`src/lpg_pkg.sv`:
```
// line pixel generator: shared constants, config register codes, divider request/response
// types and the window side helper
// no dependencies
package lpg_pkg;

	localparam int CRD_W = 15;
	localparam int DIF_W = 16;
	localparam int NUM_W = 32;
	localparam int DEN_W = 16;
	localparam int CFG_W = 7;
	localparam int CFG_IDX_W = 1;
	localparam int DEF_MAX_SIDE = 64;
	localparam int DEF_COLOR_BITS = 32;
	localparam logic [CFG_W-1:0] WIN_RESET = 7'd64;

	typedef enum logic [CFG_IDX_W-1:0] {
		REG_WIDTH  = 1'b0,
		REG_HEIGHT = 1'b1
	} cfg_reg_t;

	typedef struct packed {
		logic             start;
		logic [NUM_W-1:0] dividend;
		logic [DEN_W-1:0] divisor;
	} div_req_t;

	typedef struct packed {
		logic             done;
		logic [NUM_W-1:0] quot;
		logic [DEN_W-1:0] rem;
	} div_rsp_t;

	// zero reads as one, anything above the maximum saturates
	function automatic int side_of(input logic [CFG_W-1:0] raw, input int max_side);
		int v;
		v = int'(raw);
		if (v == 0) begin
			v = 1;
		end
		if (v > max_side) begin
			v = max_side;
		end
		return v;
	endfunction

endpackage

```
`src/lpg_div.sv`:
```
// line pixel generator: iterative unsigned restoring divider, one quotient bit per cycle
// depends on lpg_pkg
module lpg_div (
	input  logic              clk,
	input  logic              arst_n,
	input  lpg_pkg::div_req_t req,
	output lpg_pkg::div_rsp_t rsp
);
	import lpg_pkg::*;

	localparam int CNT_W = $clog2(NUM_W);

	logic             busy_q;
	logic             done_q;
	logic [CNT_W-1:0] cnt_q;
	logic [NUM_W-1:0] quo_q;
	logic [DEN_W-1:0] rem_q;
	logic [DEN_W-1:0] den_q;

	logic [DEN_W:0]   trial;
	logic [DEN_W:0]   diff;
	logic             fits;
	logic             last_step;

	always_comb begin
		trial     = {rem_q, quo_q[NUM_W-1]};
		fits      = trial >= {1'b0, den_q};
		diff      = trial - {1'b0, den_q};
		last_step = cnt_q == CNT_W'(NUM_W - 1);
	end

	always_ff @(posedge clk or negedge arst_n) begin
		if (!arst_n) begin
			busy_q <= 1'b0;
			done_q <= 1'b0;
			cnt_q  <= '0;
		end else begin
			done_q <= busy_q && last_step;
			if (req.start) begin
				busy_q <= 1'b1;
				cnt_q  <= '0;
			end else if (busy_q) begin
				cnt_q <= cnt_q + CNT_W'(1);
				if (last_step) begin
					busy_q <= 1'b0;
				end
			end
		end
	end

	always_ff @(posedge clk) begin
		if (req.start) begin
			quo_q <= req.dividend;
			rem_q <= '0;
			den_q <= req.divisor;
		end else if (busy_q) begin
			quo_q <= {quo_q[NUM_W-2:0], fits};
			rem_q <= fits ? diff[DEN_W-1:0] : trial[DEN_W-1:0];
		end
	end

	assign rsp.done = done_q;
	assign rsp.quot = quo_q;
	assign rsp.rem  = rem_q;

endmodule

```
`src/lpg_pixel_out.sv`:
```
// line pixel generator: address stage and output register of the pixel stream
// no package dependencies
module lpg_pixel_out #(
	parameter  int CW = 6,
	parameter  int SW = 7,
	parameter  int COLOR_BITS = 32,
	localparam int AW = 2 * CW,
	localparam int OUT_W = ((4 * CW + COLOR_BITS + 7) / 8) * 8
) (
	input  logic                  clk,
	input  logic                  arst_n,
	input  logic                  pix_valid,
	output logic                  pix_ready,
	input  logic [CW-1:0]         pix_x,
	input  logic [CW-1:0]         pix_y,
	input  logic                  pix_last,
	input  logic [COLOR_BITS-1:0] pix_color,
	input  logic [SW-1:0]         win_w,
	output logic                  m_axis_tvalid,
	input  logic                  m_axis_tready,
	output logic [OUT_W-1:0]      m_axis_tdata,  // pixel_x, pixel_y, pixel_address, pixel_color
	output logic                  m_axis_tlast   // last_pixel
);

	logic                  valid_s1;
	logic [CW-1:0]         x_s1;
	logic [CW-1:0]         y_s1;
	logic                  last_s1;
	logic [COLOR_BITS-1:0] color_s1;

	logic                  valid_q;
	logic [CW-1:0]         x_q;
	logic [CW-1:0]         y_q;
	logic [AW-1:0]         addr_q;
	logic                  last_q;
	logic [COLOR_BITS-1:0] color_q;

	logic                  adv_out;
	logic [CW+SW-1:0]      row_base;
	logic [AW-1:0]         addr_c;

	always_comb begin
		adv_out   = !valid_q || m_axis_tready;
		pix_ready = !valid_s1 || adv_out;
		row_base  = (CW + SW)'(y_s1) * (CW + SW)'(win_w);
		addr_c    = row_base[AW-1:0] + AW'(x_s1);
	end

	always_ff @(posedge clk or negedge arst_n) begin
		if (!arst_n) begin
			valid_s1 <= 1'b0;
			valid_q  <= 1'b0;
		end else begin
			if (pix_ready) begin
				valid_s1 <= pix_valid;
			end
			if (adv_out) begin
				valid_q <= valid_s1;
			end
		end
	end

	always_ff @(posedge clk) begin
		if (pix_ready) begin
			x_s1     <= pix_x;
			y_s1     <= pix_y;
			last_s1  <= pix_last;
			color_s1 <= pix_color;
		end
		if (adv_out) begin
			x_q     <= x_s1;
			y_q     <= y_s1;
			addr_q  <= addr_c;
			last_q  <= last_s1;
			color_q <= color_s1;
		end
	end

	always_comb begin
		m_axis_tdata                                = '0;
		m_axis_tdata[CW-1:0]                        = x_q;
		m_axis_tdata[2*CW-1:CW]                     = y_q;
		m_axis_tdata[4*CW-1:2*CW]                   = addr_q;
		m_axis_tdata[4*CW+COLOR_BITS-1:4*CW]        = color_q;
	end

	assign m_axis_tvalid = valid_q;
	assign m_axis_tlast  = last_q;

endmodule

```
`src/line_pixel_generator_core.sv`:
```
// line pixel generator top level: command sequencer, shared multiplier and minor-axis walker
// depends on lpg_pkg, lpg_div, lpg_pixel_out
//
//   channel   dir  handshake                   payload
//   s_axis    in   s_axis_tvalid/tready        start_x, start_y, end_x, end_y, line_color
//   m_axis    out  m_axis_tvalid/tready        pixel_x, pixel_y, pixel_address, pixel_color, tlast
//   cfg       in   cfg_we                      cfg_index, cfg_data
//
// a command runs through the setup states LOAD, CROSS and NUM on the one shared 16x16 multiplier,
// then SUM and SIGN, then the bit-serial divider that seeds the walk, then emits one pixel
// per cycle while m_axis does not stall; an empty span returns to idle from NUM
// s_axis_tready is high only while idle; an m_axis stall holds the walker in place
// reset brings both window registers to 64 and clears all control state
module line_pixel_generator_core #(
	parameter  int MAX_SIDE = lpg_pkg::DEF_MAX_SIDE,
	parameter  int COLOR_BITS = lpg_pkg::DEF_COLOR_BITS,
	localparam int CW = $clog2(MAX_SIDE),
	localparam int SW = $clog2(MAX_SIDE + 1),
	localparam int IN_W = ((4 * lpg_pkg::CRD_W + COLOR_BITS + 7) / 8) * 8,
	localparam int OUT_W = ((4 * CW + COLOR_BITS + 7) / 8) * 8
) (
	input  logic                           clk,
	input  logic                           arst_n,
	input  logic                           cfg_we,
	input  logic [lpg_pkg::CFG_IDX_W-1:0]  cfg_index,
	input  logic [lpg_pkg::CFG_W-1:0]      cfg_data,
	input  logic                           s_axis_tvalid,
	output logic                           s_axis_tready,
	input  logic [IN_W-1:0]                s_axis_tdata,  // start_x, start_y, end_x, end_y, line_color
	output logic                           m_axis_tvalid,
	input  logic                           m_axis_tready,
	output logic [OUT_W-1:0]               m_axis_tdata,  // pixel_x, pixel_y, pixel_address, pixel_color
	output logic                           m_axis_tlast   // last_pixel
);
	import lpg_pkg::*;

	typedef enum logic [7:0] {
		S_IDLE  = 8'b0000_0001,
		S_LOAD  = 8'b0000_0010,
		S_CROSS = 8'b0000_0100,
		S_NUM   = 8'b0000_1000,
		S_SUM   = 8'b0001_0000,
		S_SIGN  = 8'b0010_0000,
		S_DIV   = 8'b0100_0000,
		S_WALK  = 8'b1000_0000
	} state_t;

	state_t                  state_q;
	logic [CFG_W-1:0]        win_w_q;
	logic [CFG_W-1:0]        win_h_q;
	logic [SW-1:0]           side_w;
	logic [SW-1:0]           side_h;

	logic signed [CRD_W-1:0] ax_q, ay_q, bx_q, by_q;
	logic signed [CRD_W-1:0] xmin_q, xmax_q, ymin_q, ymax_q;
	logic [COLOR_BITS-1:0]   color_q;
	logic signed [DIF_W-1:0] dx_q, dy_q, step_q;
	logic [DEN_W-1:0]        den_q;
	logic                    nsign_q;
	logic                    x_major_q;
	logic [CW-1:0]           lo_q, hi_q, m_q;
	logic signed [NUM_W-1:0] prod_q, cross_q, num_q;
	logic signed [NUM_W:0]   q_q;
	logic [DEN_W-1:0]        r_q;

	logic signed [CRD_W-1:0] in_ax, in_ay, in_bx, in_by;
	logic [COLOR_BITS-1:0]   in_color;
	logic                    in_fire;

	logic [DIF_W-1:0]        abs_dx, abs_dy;
	logic                    maj_c;
	logic [CW-1:0]           xlo_c, xhi_c, ylo_c, yhi_c;
	logic signed [DIF_W-1:0] mul_a, mul_b;
	logic signed [NUM_W-1:0] mul_p;
	logic signed [DIF_W-1:0] s_c, dv_c;
	logic [NUM_W-1:0]        abs_num;

	div_req_t                div_req;
	div_rsp_t                div_rsp;
	logic signed [NUM_W:0]   q_fix;
	logic [DEN_W-1:0]        r_fix;

	logic [SW-1:0]           minor_side;
	logic [CW-1:0]           minor_lim;
	logic [CW-1:0]           minor_c;
	logic                    last_c;
	logic signed [DEN_W+1:0] r_sum;
	logic signed [DEN_W+1:0] den_ext;
	logic [DEN_W-1:0]        r_nxt;
	logic signed [NUM_W:0]   q_nxt;

	logic                    pix_valid;
	logic                    pix_ready;
	logic [CW-1:0]           pix_x, pix_y;

	function automatic logic [CW-1:0] clamp_crd(input logic signed [CRD_W-1:0] v,
			input logic [SW-1:0] side);
		logic signed [CRD_W:0] lim;
		logic signed [CRD_W:0] vx;
		logic [CW-1:0]         res;
		lim = $signed({{(CRD_W + 1 - SW){1'b0}}, side}) - (CRD_W + 1)'(1);
		vx  = {v[CRD_W-1], v};
		if (vx < 0) begin
			res = '0;
		end else if (vx > lim) begin
			res = lim[CW-1:0];
		end else begin
			res = vx[CW-1:0];
		end
		return res;
	endfunction

	// input unpack and window sides
	always_comb begin
		in_ax    = s_axis_tdata[CRD_W-1:0];
		in_ay    = s_axis_tdata[2*CRD_W-1:CRD_W];
		in_bx    = s_axis_tdata[3*CRD_W-1:2*CRD_W];
		in_by    = s_axis_tdata[4*CRD_W-1:3*CRD_W];
		in_color = s_axis_tdata[4*CRD_W+COLOR_BITS-1:4*CRD_W];
		side_w   = SW'(side_of(win_w_q, MAX_SIDE));
		side_h   = SW'(side_of(win_h_q, MAX_SIDE));
	end

	assign s_axis_tready = state_q == S_IDLE;
	assign in_fire       = s_axis_tvalid && s_axis_tready;

	// setup datapath
	always_comb begin
		abs_dx = dx_q[DIF_W-1] ? DIF_W'(-dx_q) : dx_q;
		abs_dy = dy_q[DIF_W-1] ? DIF_W'(-dy_q) : dy_q;
		maj_c  = abs_dx >= abs_dy;
		xlo_c  = clamp_crd(xmin_q, side_w);
		xhi_c  = clamp_crd(xmax_q, side_w);
		ylo_c  = clamp_crd(ymin_q, side_h);
		yhi_c  = clamp_crd(ymax_q, side_h);
		s_c    = x_major_q ? dy_q : dx_q;
		dv_c   = x_major_q ? dx_q : dy_q;
		abs_num = num_q[NUM_W-1] ? NUM_W'(-num_q) : num_q;
	end

	// shared multiplier operand select
	always_comb begin
		case (state_q)
			S_LOAD: begin
				mul_a = {bx_q[CRD_W-1], bx_q};
				mul_b = {ay_q[CRD_W-1], ay_q};
			end
			S_CROSS: begin
				mul_a = {ax_q[CRD_W-1], ax_q};
				mul_b = {by_q[CRD_W-1], by_q};
			end
			default: begin
				mul_a = s_c;
				mul_b = $signed(DIF_W'(lo_q));
			end
		endcase
		mul_p = NUM_W'(mul_a) * NUM_W'(mul_b);
	end

	// divider seed and floor correction
	always_comb begin
		div_req.start    = state_q == S_SIGN;
		div_req.dividend = abs_num;
		div_req.divisor  = den_q;
		if (!nsign_q) begin
			q_fix = $signed({1'b0, div_rsp.quot});
			r_fix = div_rsp.rem;
		end else if (div_rsp.rem == '0) begin
			q_fix = -$signed({1'b0, div_rsp.quot});
			r_fix = '0;
		end else begin
			q_fix = ~$signed({1'b0, div_rsp.quot});
			r_fix = den_q - div_rsp.rem;
		end
	end

	// walker: floor quotient and remainder step by one major position
	always_comb begin
		minor_side = x_major_q ? side_h : side_w;
		minor_lim  = CW'(minor_side - SW'(1));
		if (q_q[NUM_W]) begin
			minor_c = '0;
		end else if (q_q[NUM_W-1:0] > NUM_W'(minor_lim)) begin
			minor_c = minor_lim;
		end else begin
			minor_c = q_q[CW-1:0];
		end
		pix_x   = x_major_q ? m_q : minor_c;
		pix_y   = x_major_q ? minor_c : m_q;
		last_c  = ({1'b0, m_q} + (CW + 1)'(1)) == {1'b0, hi_q};
		den_ext = $signed({2'b00, den_q});
		r_sum   = $signed({2'b00, r_q}) + {{2{step_q[DIF_W-1]}}, step_q};
		if (r_sum >= den_ext) begin
			r_nxt = DEN_W'(r_sum - den_ext);
			q_nxt = q_q + (NUM_W + 1)'(1);
		end else if (r_sum[DEN_W+1]) begin
			r_nxt = DEN_W'(r_sum + den_ext);
			q_nxt = q_q - (NUM_W + 1)'(1);
		end else begin
			r_nxt = r_sum[DEN_W-1:0];
			q_nxt = q_q;
		end
	end

	assign pix_valid = state_q == S_WALK;

	// sequencer and config registers
	always_ff @(posedge clk or negedge arst_n) begin
		if (!arst_n) begin
			state_q <= S_IDLE;
			win_w_q <= WIN_RESET;
			win_h_q <= WIN_RESET;
		end else begin
			if (cfg_we) begin
				unique case (cfg_reg_t'(cfg_index))
					REG_WIDTH:  win_w_q <= cfg_data;
					REG_HEIGHT: win_h_q <= cfg_data;
					default:    ;
				endcase
			end
			unique case (state_q)
				S_IDLE:  if (in_fire) begin
					state_q <= S_LOAD;
				end
				S_LOAD:  state_q <= S_CROSS;
				S_CROSS: state_q <= S_NUM;
				S_NUM:   state_q <= (lo_q == hi_q) ? S_IDLE : S_SUM;
				S_SUM:   state_q <= S_SIGN;
				S_SIGN:  state_q <= S_DIV;
				S_DIV:   if (div_rsp.done) begin
					state_q <= S_WALK;
				end
				S_WALK:  if (pix_ready && last_c) begin
					state_q <= S_IDLE;
				end
				default: state_q <= S_IDLE;
			endcase
		end
	end

	// command datapath
	always_ff @(posedge clk) begin
		case (state_q)
			S_IDLE: begin
				if (in_fire) begin
					ax_q    <= in_ax;
					ay_q    <= in_ay;
					bx_q    <= in_bx;
					by_q    <= in_by;
					color_q <= in_color;
				end
			end
			S_LOAD: begin
				dx_q   <= {bx_q[CRD_W-1], bx_q} - {ax_q[CRD_W-1], ax_q};
				dy_q   <= {by_q[CRD_W-1], by_q} - {ay_q[CRD_W-1], ay_q};
				xmin_q <= (ax_q < bx_q) ? ax_q : bx_q;
				xmax_q <= (ax_q < bx_q) ? bx_q : ax_q;
				ymin_q <= (ay_q < by_q) ? ay_q : by_q;
				ymax_q <= (ay_q < by_q) ? by_q : ay_q;
				prod_q <= mul_p;
			end
			S_CROSS: begin
				cross_q   <= prod_q;
				prod_q    <= mul_p;
				x_major_q <= maj_c;
				lo_q      <= maj_c ? xlo_c : ylo_c;
				hi_q      <= maj_c ? xhi_c : yhi_c;
			end
			S_NUM: begin
				cross_q <= cross_q - prod_q;
				prod_q  <= mul_p;
				den_q   <= dv_c[DIF_W-1] ? DEN_W'(-dv_c) : DEN_W'(dv_c);
				step_q  <= dv_c[DIF_W-1] ? -s_c : s_c;
				nsign_q <= dv_c[DIF_W-1];
			end
			S_SUM: begin
				num_q <= x_major_q ? prod_q + cross_q : prod_q - cross_q;
			end
			S_SIGN: begin
				nsign_q <= num_q[NUM_W-1] ^ nsign_q;
			end
			S_DIV: begin
				if (div_rsp.done) begin
					q_q <= q_fix;
					r_q <= r_fix;
					m_q <= lo_q;
				end
			end
			S_WALK: begin
				if (pix_ready) begin
					q_q <= q_nxt;
					r_q <= r_nxt;
					m_q <= m_q + CW'(1);
				end
			end
			default: ;
		endcase
	end

	lpg_div u_div (
		.clk    (clk),
		.arst_n (arst_n),
		.req    (div_req),
		.rsp    (div_rsp)
	);

	lpg_pixel_out #(
		.CW         (CW),
		.SW         (SW),
		.COLOR_BITS (COLOR_BITS)
	) u_pixel_out (
		.clk           (clk),
		.arst_n        (arst_n),
		.pix_valid     (pix_valid),
		.pix_ready     (pix_ready),
		.pix_x         (pix_x),
		.pix_y         (pix_y),
		.pix_last      (last_c),
		.pix_color     (color_q),
		.win_w         (side_w),
		.m_axis_tvalid (m_axis_tvalid),
		.m_axis_tready (m_axis_tready),
		.m_axis_tdata  (m_axis_tdata),
		.m_axis_tlast  (m_axis_tlast)
	);

endmodule

```
`config.mk`:
```
export PLATFORM = sky130hd
export DESIGN_NAME = line_pixel_generator_core
export DESIGN_NICKNAME = d
export VERILOG_FILES = /design/src/lpg_pkg.sv /design/src/lpg_div.sv /design/src/lpg_pixel_out.sv /design/src/line_pixel_generator_core.sv
export SDC_FILE = /design/constraint.sdc
export NUM_CORES = 2
export LEC_CHECK = 0
export BUFFER_PORTS_ARGS = -buffer_cell sky130_fd_sc_hd__clkbuf_2
export CORE_MARGIN = 2
export CORE_UTILIZATION = 30
export DETAILED_ROUTE_END_ITERATION = 10
export REMOVE_ABC_BUFFERS = 1
export SLEW_MARGIN = 10
export SYNTH_ARGS = -nofsm -noshare
export SYNTH_HDL_FRONTEND = slang
export SYNTH_HIERARCHICAL = 1
export SYNTH_SLANG_ARGS = --single-unit
```
`constraint.sdc`:
```
create_clock -name clk -period 10.4 [get_ports clk]
set_input_delay 0.52 -clock clk [delete_from_list [all_inputs] [get_ports clk]]
set_output_delay 0.52 -clock clk [all_outputs]
set_load 0.01 [all_outputs]
```
* After elaboration in Yosys (flattened, before gate mapping)
Index checks and enable logic that the tools add are counted.
W data, S select, Z words.
** Operators by class
- Add/sub/neg operators :: 25
- $mul :: 2
- $lt $le $gt $ge :: 16
- Equal/unequal tests :: 16
- Mux-type cells :: 65
- Bitwise gates (word level) :: 3
- Reductions and logical operators :: 21
** Operator list (number)
- $mux W33 :: 6
- $mux W16 :: 12
- $mux W32 :: 4
- $mux W6 :: 17
- $pmux W16 S2 :: 3
- $mux W15 :: 5
- $pmux W33 S2 :: 1
- $gt A32 B8 Y1 const B :: 2
- $neg A16 Y16 :: 4
- $pmux W32 S2 :: 1
- $pmux W8 S8 :: 1
- $sub A32 B32 Y32 :: 2
- $gt A15 B8 Y1 :: 4
- $lt A15 B1 Y1 const B :: 4
- $sub A16 B16 Y16 :: 3
- $add A33 B2 Y33 const B :: 1
- $neg A32 Y33 :: 1
- $not A32 Y33 :: 1
- $sub A33 B2 Y33 const B :: 1
- $add A32 B32 Y32 :: 1
- $gt A32 B6 Y1 :: 1
- $mul A16 B16 Y32 :: 1
- $neg A32 Y32 :: 1
- $sub A15 B15 Y16 :: 2
- other kinds (45) :: 69
** Storage, ports and cells
- Register bits after elaboration :: 578
- Bits of input ports :: 109
- Output and inout bits :: 59

* Logic depth before layout (Yosys ltp)
- Word-level depth :: 10
- Mapped depth :: 33
- Mapped depth without buffers :: 30

* Hierarchy
Netlist, hierarchy kept.
** Modules (own cells, without submodules)
- line_pixel_generator_core :: times used 1, cells an instance 4240, area an instance 40224.8 um2
- lpg_pixel_out :: times used 1, cells an instance 270, area an instance 4590.7 um2
- lpg_div :: times used 1, cells an instance 338, area an instance 3832.4 um2

* Worst setup path before layout
Ideal clock, no wire load.
- Path type :: flip-flop to flip-flop
- From :: reg state_q[3]
- To :: reg dx_q[0], enable pin
- Library setup time :: 0.674 ns
- Data arrival time :: 7.744 ns
- Data required time :: 9.726 ns
- Path slack :: 1.981 ns
- Stages on the path, launching flop included :: 4
- Buffers on the path :: 0
- Period minus slack after synthesis :: 8.419 ns
- Cell sequence :: dfrtp_1 nor4_1 nand2_1 nor3b_1
** Between the ends
- Word-level cells in the longest chain between the ends :: 1
** RTL lines
- start: declaration :: RTL line line_pixel_generator_core.sv:48 : state_t state_q;
- start signal: assignment :: RTL line line_pixel_generator_core.sv:227 : S_NUM: state_q <= (lo_q == hi_q) ? S_IDLE : S_SUM;
- $eq A8 B2 Y1 :: RTL line line_pixel_generator_core.sv:243 : case (state_q)
- end signal: assignment :: RTL line line_pixel_generator_core.sv:254 : dx_q <= {bx_q[CRD_W-1], bx_q} - {ax_q[CRD_W-1], ax_q};
- end: declaration :: RTL line line_pixel_generator_core.sv:57 : logic signed [DIF_W-1:0] dx_q, dy_q, step_q;
Every way passes these cells.
A chain may end at the register's enable or synchronous reset.

* Final worst setup path
- From :: reg state_q[3]
- To :: reg prod_q[31] (data pin)
** Between the ends
- Word-level cells in the longest chain between the ends :: 3
- Elaborated cells between the ends (all ways) :: 5
** RTL lines
- $eq A8 B3 Y1 or $eq A8 B2 Y1 (tied branches) :: RTL line line_pixel_generator_core.sv:143 : case (state_q)
- $pmux W16 S2 :: RTL line line_pixel_generator_core.sv:143
- $mul A16 B16 Y32 (*) :: RTL line line_pixel_generator_core.sv:157 : mul_p = NUM_W'(mul_a) * NUM_W'(mul_b);
- named net mul_p[31] :: RTL line line_pixel_generator_core.sv:74 : logic signed [NUM_W-1:0] mul_p;
- end signal: assignment :: RTL line line_pixel_generator_core.sv:260 : prod_q <= mul_p;
- end signal: assignment :: RTL line line_pixel_generator_core.sv:264 : prod_q <= mul_p;
- end signal: assignment :: RTL line line_pixel_generator_core.sv:271 : prod_q <= mul_p;
- end: declaration :: RTL line line_pixel_generator_core.sv:62 : logic signed [NUM_W-1:0] prod_q, cross_q, num_q;
Mark *: on every way through the listed nets, which the timed path passes. The rest lies on a longest branch.

==> qor.csv <==
metric,value,unit
status,"finished, final reports clean",
insertion_delay,660,ps
ant_nets,0,
wl_per_cell,17.1,microns
grt_max_degree,71,
grt_pass1_wl,195000,microns
grt_pass1_vias,35121,
drc_errors,0,
drt_wl_total,124000,microns
setup_tns,0,ps
via_per_inst,4.95,
dp_hpwl,98600,microns
crit_path_start,state_q[3],
first_iter_violations,2580,
ys_seq_area_share,35.0,%
setup_viol,0,
syn_avg_cell_area,10.0,sq um
worstSetupPathType,reg2reg,
synth_area,0.0486,sq mm
num_vias,35944,
clock-sinks,578,
rows,147,
synth_warnings,6,
ys_ff_latch,578,
worst_slew_pin_slew,1210,ps
first_pass_iters,7,
hold_path.class,in2async,
cp.required,10780,ps
syn_inst,4848,
max-cap-violations,0,
final.fill_count,16263,
start_util,30.3,%
netlist-cell-type-count,88,
fin_cells,7261,
die_h,407,microns
postLayoutCellArea,0.0549,sq mm
ys.flop_type,edfxtp_1,
slew_headroom,18.7,%
cts_max_level,3,
multi_input_area,0.0289,sq mm
grtUsageTotal,14.8,%
area_growth,12.8,%
cts_tree,done,
io_buffers,163,
ctsLongestPathBuffers,3,
diodes,0,
dp.cells,7103,
clock_skew,25.9,ps
grt_overflow,0,
placed_area,0.0521,sq mm
nets,5863,
die_area,0.165,sq mm
numCtsBuffers,68,
clk_pin_slew_worst_paths,60,ps
cp-end-kind,flop,
seqCellArea,0.0170,sq mm
die_w,407,microns
cts_root_buf,clkbuf_16,
critPathMaxFanout,38,
synthArstFlopShare,5.36,%
hold_viol,0,
synth-edff-count,531,
io_pins,168,
antenna_found_initial,3,
drive_gt1_share,9.66,%
rsz0062_at_grt,false,
max_freq,103,MHz
period_share,93.0,%
r2r_start,state_q[3],
report.final.slew_viol_count,0,
fp.coreArea,0.161,sq mm
place.gp.congestion,0.933,
period_minus_slack,9670,ps
fin_hold_ws,15.1,ps
arrival,10060,ps
cp-start-kind,flop,
[worst paths after layout]
kind                                      endpoint  slack [ps]  cells past startpoint
max                                     prod_q[31]         730                     26
min                                 u_div/cnt_q[3]          20                      1
max reg2reg                             prod_q[31]         730                     26
min reg2reg                u_pixel_out/color_q[28]         420                      0
max in group asynchronous               state_q[2]        9720                      1
min in group clk                       color_q[22]          40                      1
[worst max-delay path, stage by stage (launching register included)]
cell	delay (ps)
dfrtp_1	410
nor4_1	580
nand2_1	260
nor3b_2	250
buf_4	450
nor2_1	320
a21boi_0	870
nor2_1	190
fa_1	580
inv_1	60
fa_1	520
fa_1	510
inv_1	50
fa_1	470
fa_1	540
inv_1	50
fa_1	520
inv_1	40
ha_1	340
nand3_1	130
a2111oi_0	610
o21ai_0	300
a21oi_1	460
a21oi_1	200
o21ai_0	370
and4_1	240
nor3_1	50
[area by class of cell]
| class | instances | share of cell area, % |
|---|---|---|
| tap | 2160 | 4.93 |
| multi-input combinational | 3536 | 52.6 |
| clock inverter | 46 | 1.07 |
| inverter | 620 | 4.24 |
| clock buffer | 78 | 3.31 |
| timing repair buffer | 243 | 2.74 |
| sequential | 578 | 31.1 |
[synth_stat cells, types with 13 or more instances]
library cell	n	area, sq um
o41ai_1	14	123
o21ai_0	214	1070
ha_1	413	5170
and2_1	47	294
mux2i_1	74	741
nor2b_1	49	307
or4_1	13	97.6
a31oi_1	44	275
nand2b_1	64	400
a211oi_1	31	233
dfxtp_1	16	320
mux2_2	119	1340
o21a_1	50	375
or2_2	13	81.3
buf_1	16	60.1
and3_1	30	188
o31ai_1	40	300
nand2_1	382	1430
fa_1	294	5890
edfxtp_1	531	15900
nand4_1	33	206
a22o_1	18	158
o211ai_1	21	158
clkbuf_1	117	439
or3_1	40	250
nor4_1	35	219
o21ai_1	15	75.1
a21oi_1	256	1280
inv_1	618	2320
a22oi_1	24	180
nor2_1	356	1340
nor3_1	66	330
nor3b_1	13	97.6
nand3_1	60	300
o22ai_1	19	119
dfrtp_1	28	701
a21o_1	87	653
a21boi_0	18	135
a221oi_1	21	184
o21bai_1	33	248
xor2_1	126	1100
xnor2_1	224	1960
[cells in the final DEF, fill, tap and decap left out, drive strengths merged, types with 24 or more instances in the layout]
cell	count
ha	413
nand2b	64
a21oi	257
o21ai	229
clkinv	26
nor2	356
nand2	383
dlygate4sd3	34
nor2b	49
and2	47
nand4	33
o21bai	33
o31ai	40
a21o	87
a31oi	44
inv	624
nand3	60
or3	42
nor3	66
edfxtp	531
buf	46
a211oi	31
fa	294
o21a	50
dfrtp	28
xnor2	224
xor2	126
mux2	119
clkbuf	241
mux2i	74
and3	30
nor4	35
a22oi	24
conb	32
[kinds of logic (layout without fill, tap and decap cells)]
group                      after synthesis  count (layout)  share of synthesized area (%)
other                                    1              32                        0.00771
and+or+nand+nor                       1244            1244                           12.2
xor gates and xnor gates               350             350                           6.30
DFF                                    578             578                           35.0
buffers and inverters                  765             987                           5.96
AOI/OAI and AO/OA                     1010            1010                           13.5
muxes                                  193             193                           4.28
adders and majority gates              707             707                           22.7
[flip-flops by register name, summed over array words and instances, names as in the netlist, 16 cells and up]
| name | cells |
|---|---|
| q_q | 33 |
| color_q | 32 |
| cross_q | 32 |
| num_q | 32 |
| prod_q | 32 |
| u_div/quo_q | 32 |
| u_pixel_out/color_q | 32 |
| u_pixel_out/color_s1 | 32 |
| den_q | 16 |
| dx_q | 16 |
| dy_q | 16 |
| r_q | 16 |
| step_q | 16 |
| u_div/den_q | 16 |
| u_div/rem_q | 16 |
[stage by stage]
step	worst slack [ps]	utilization, %
final	727	34.1
after global routing	84.7	34.1
after CTS	883	34.1
after detailed placement	941	32.4
after global placement	1050	32.4
after floorplan	104	-
[timing repair]
action	CTS	global route
endpoints found under the hold margin	34	0
gates resized for setup	0	0
setup buffers	0	0
hold buffers	34	0
[layer usage]
metal / up-vias / track usage, % / wire length (microns)
li1: 17374 / - / -
met3: 208 / 2.19 / 6860
met5: - / 0 / 0
met1: 17477 / 20.4 / 56400
met2: 885 / 23.7 / 57000
met4: 0 / 5.06 / 4090
Power is not shown: default switching activity piles up to over one toggle a cycle in this logic, so the estimate is an artifact.
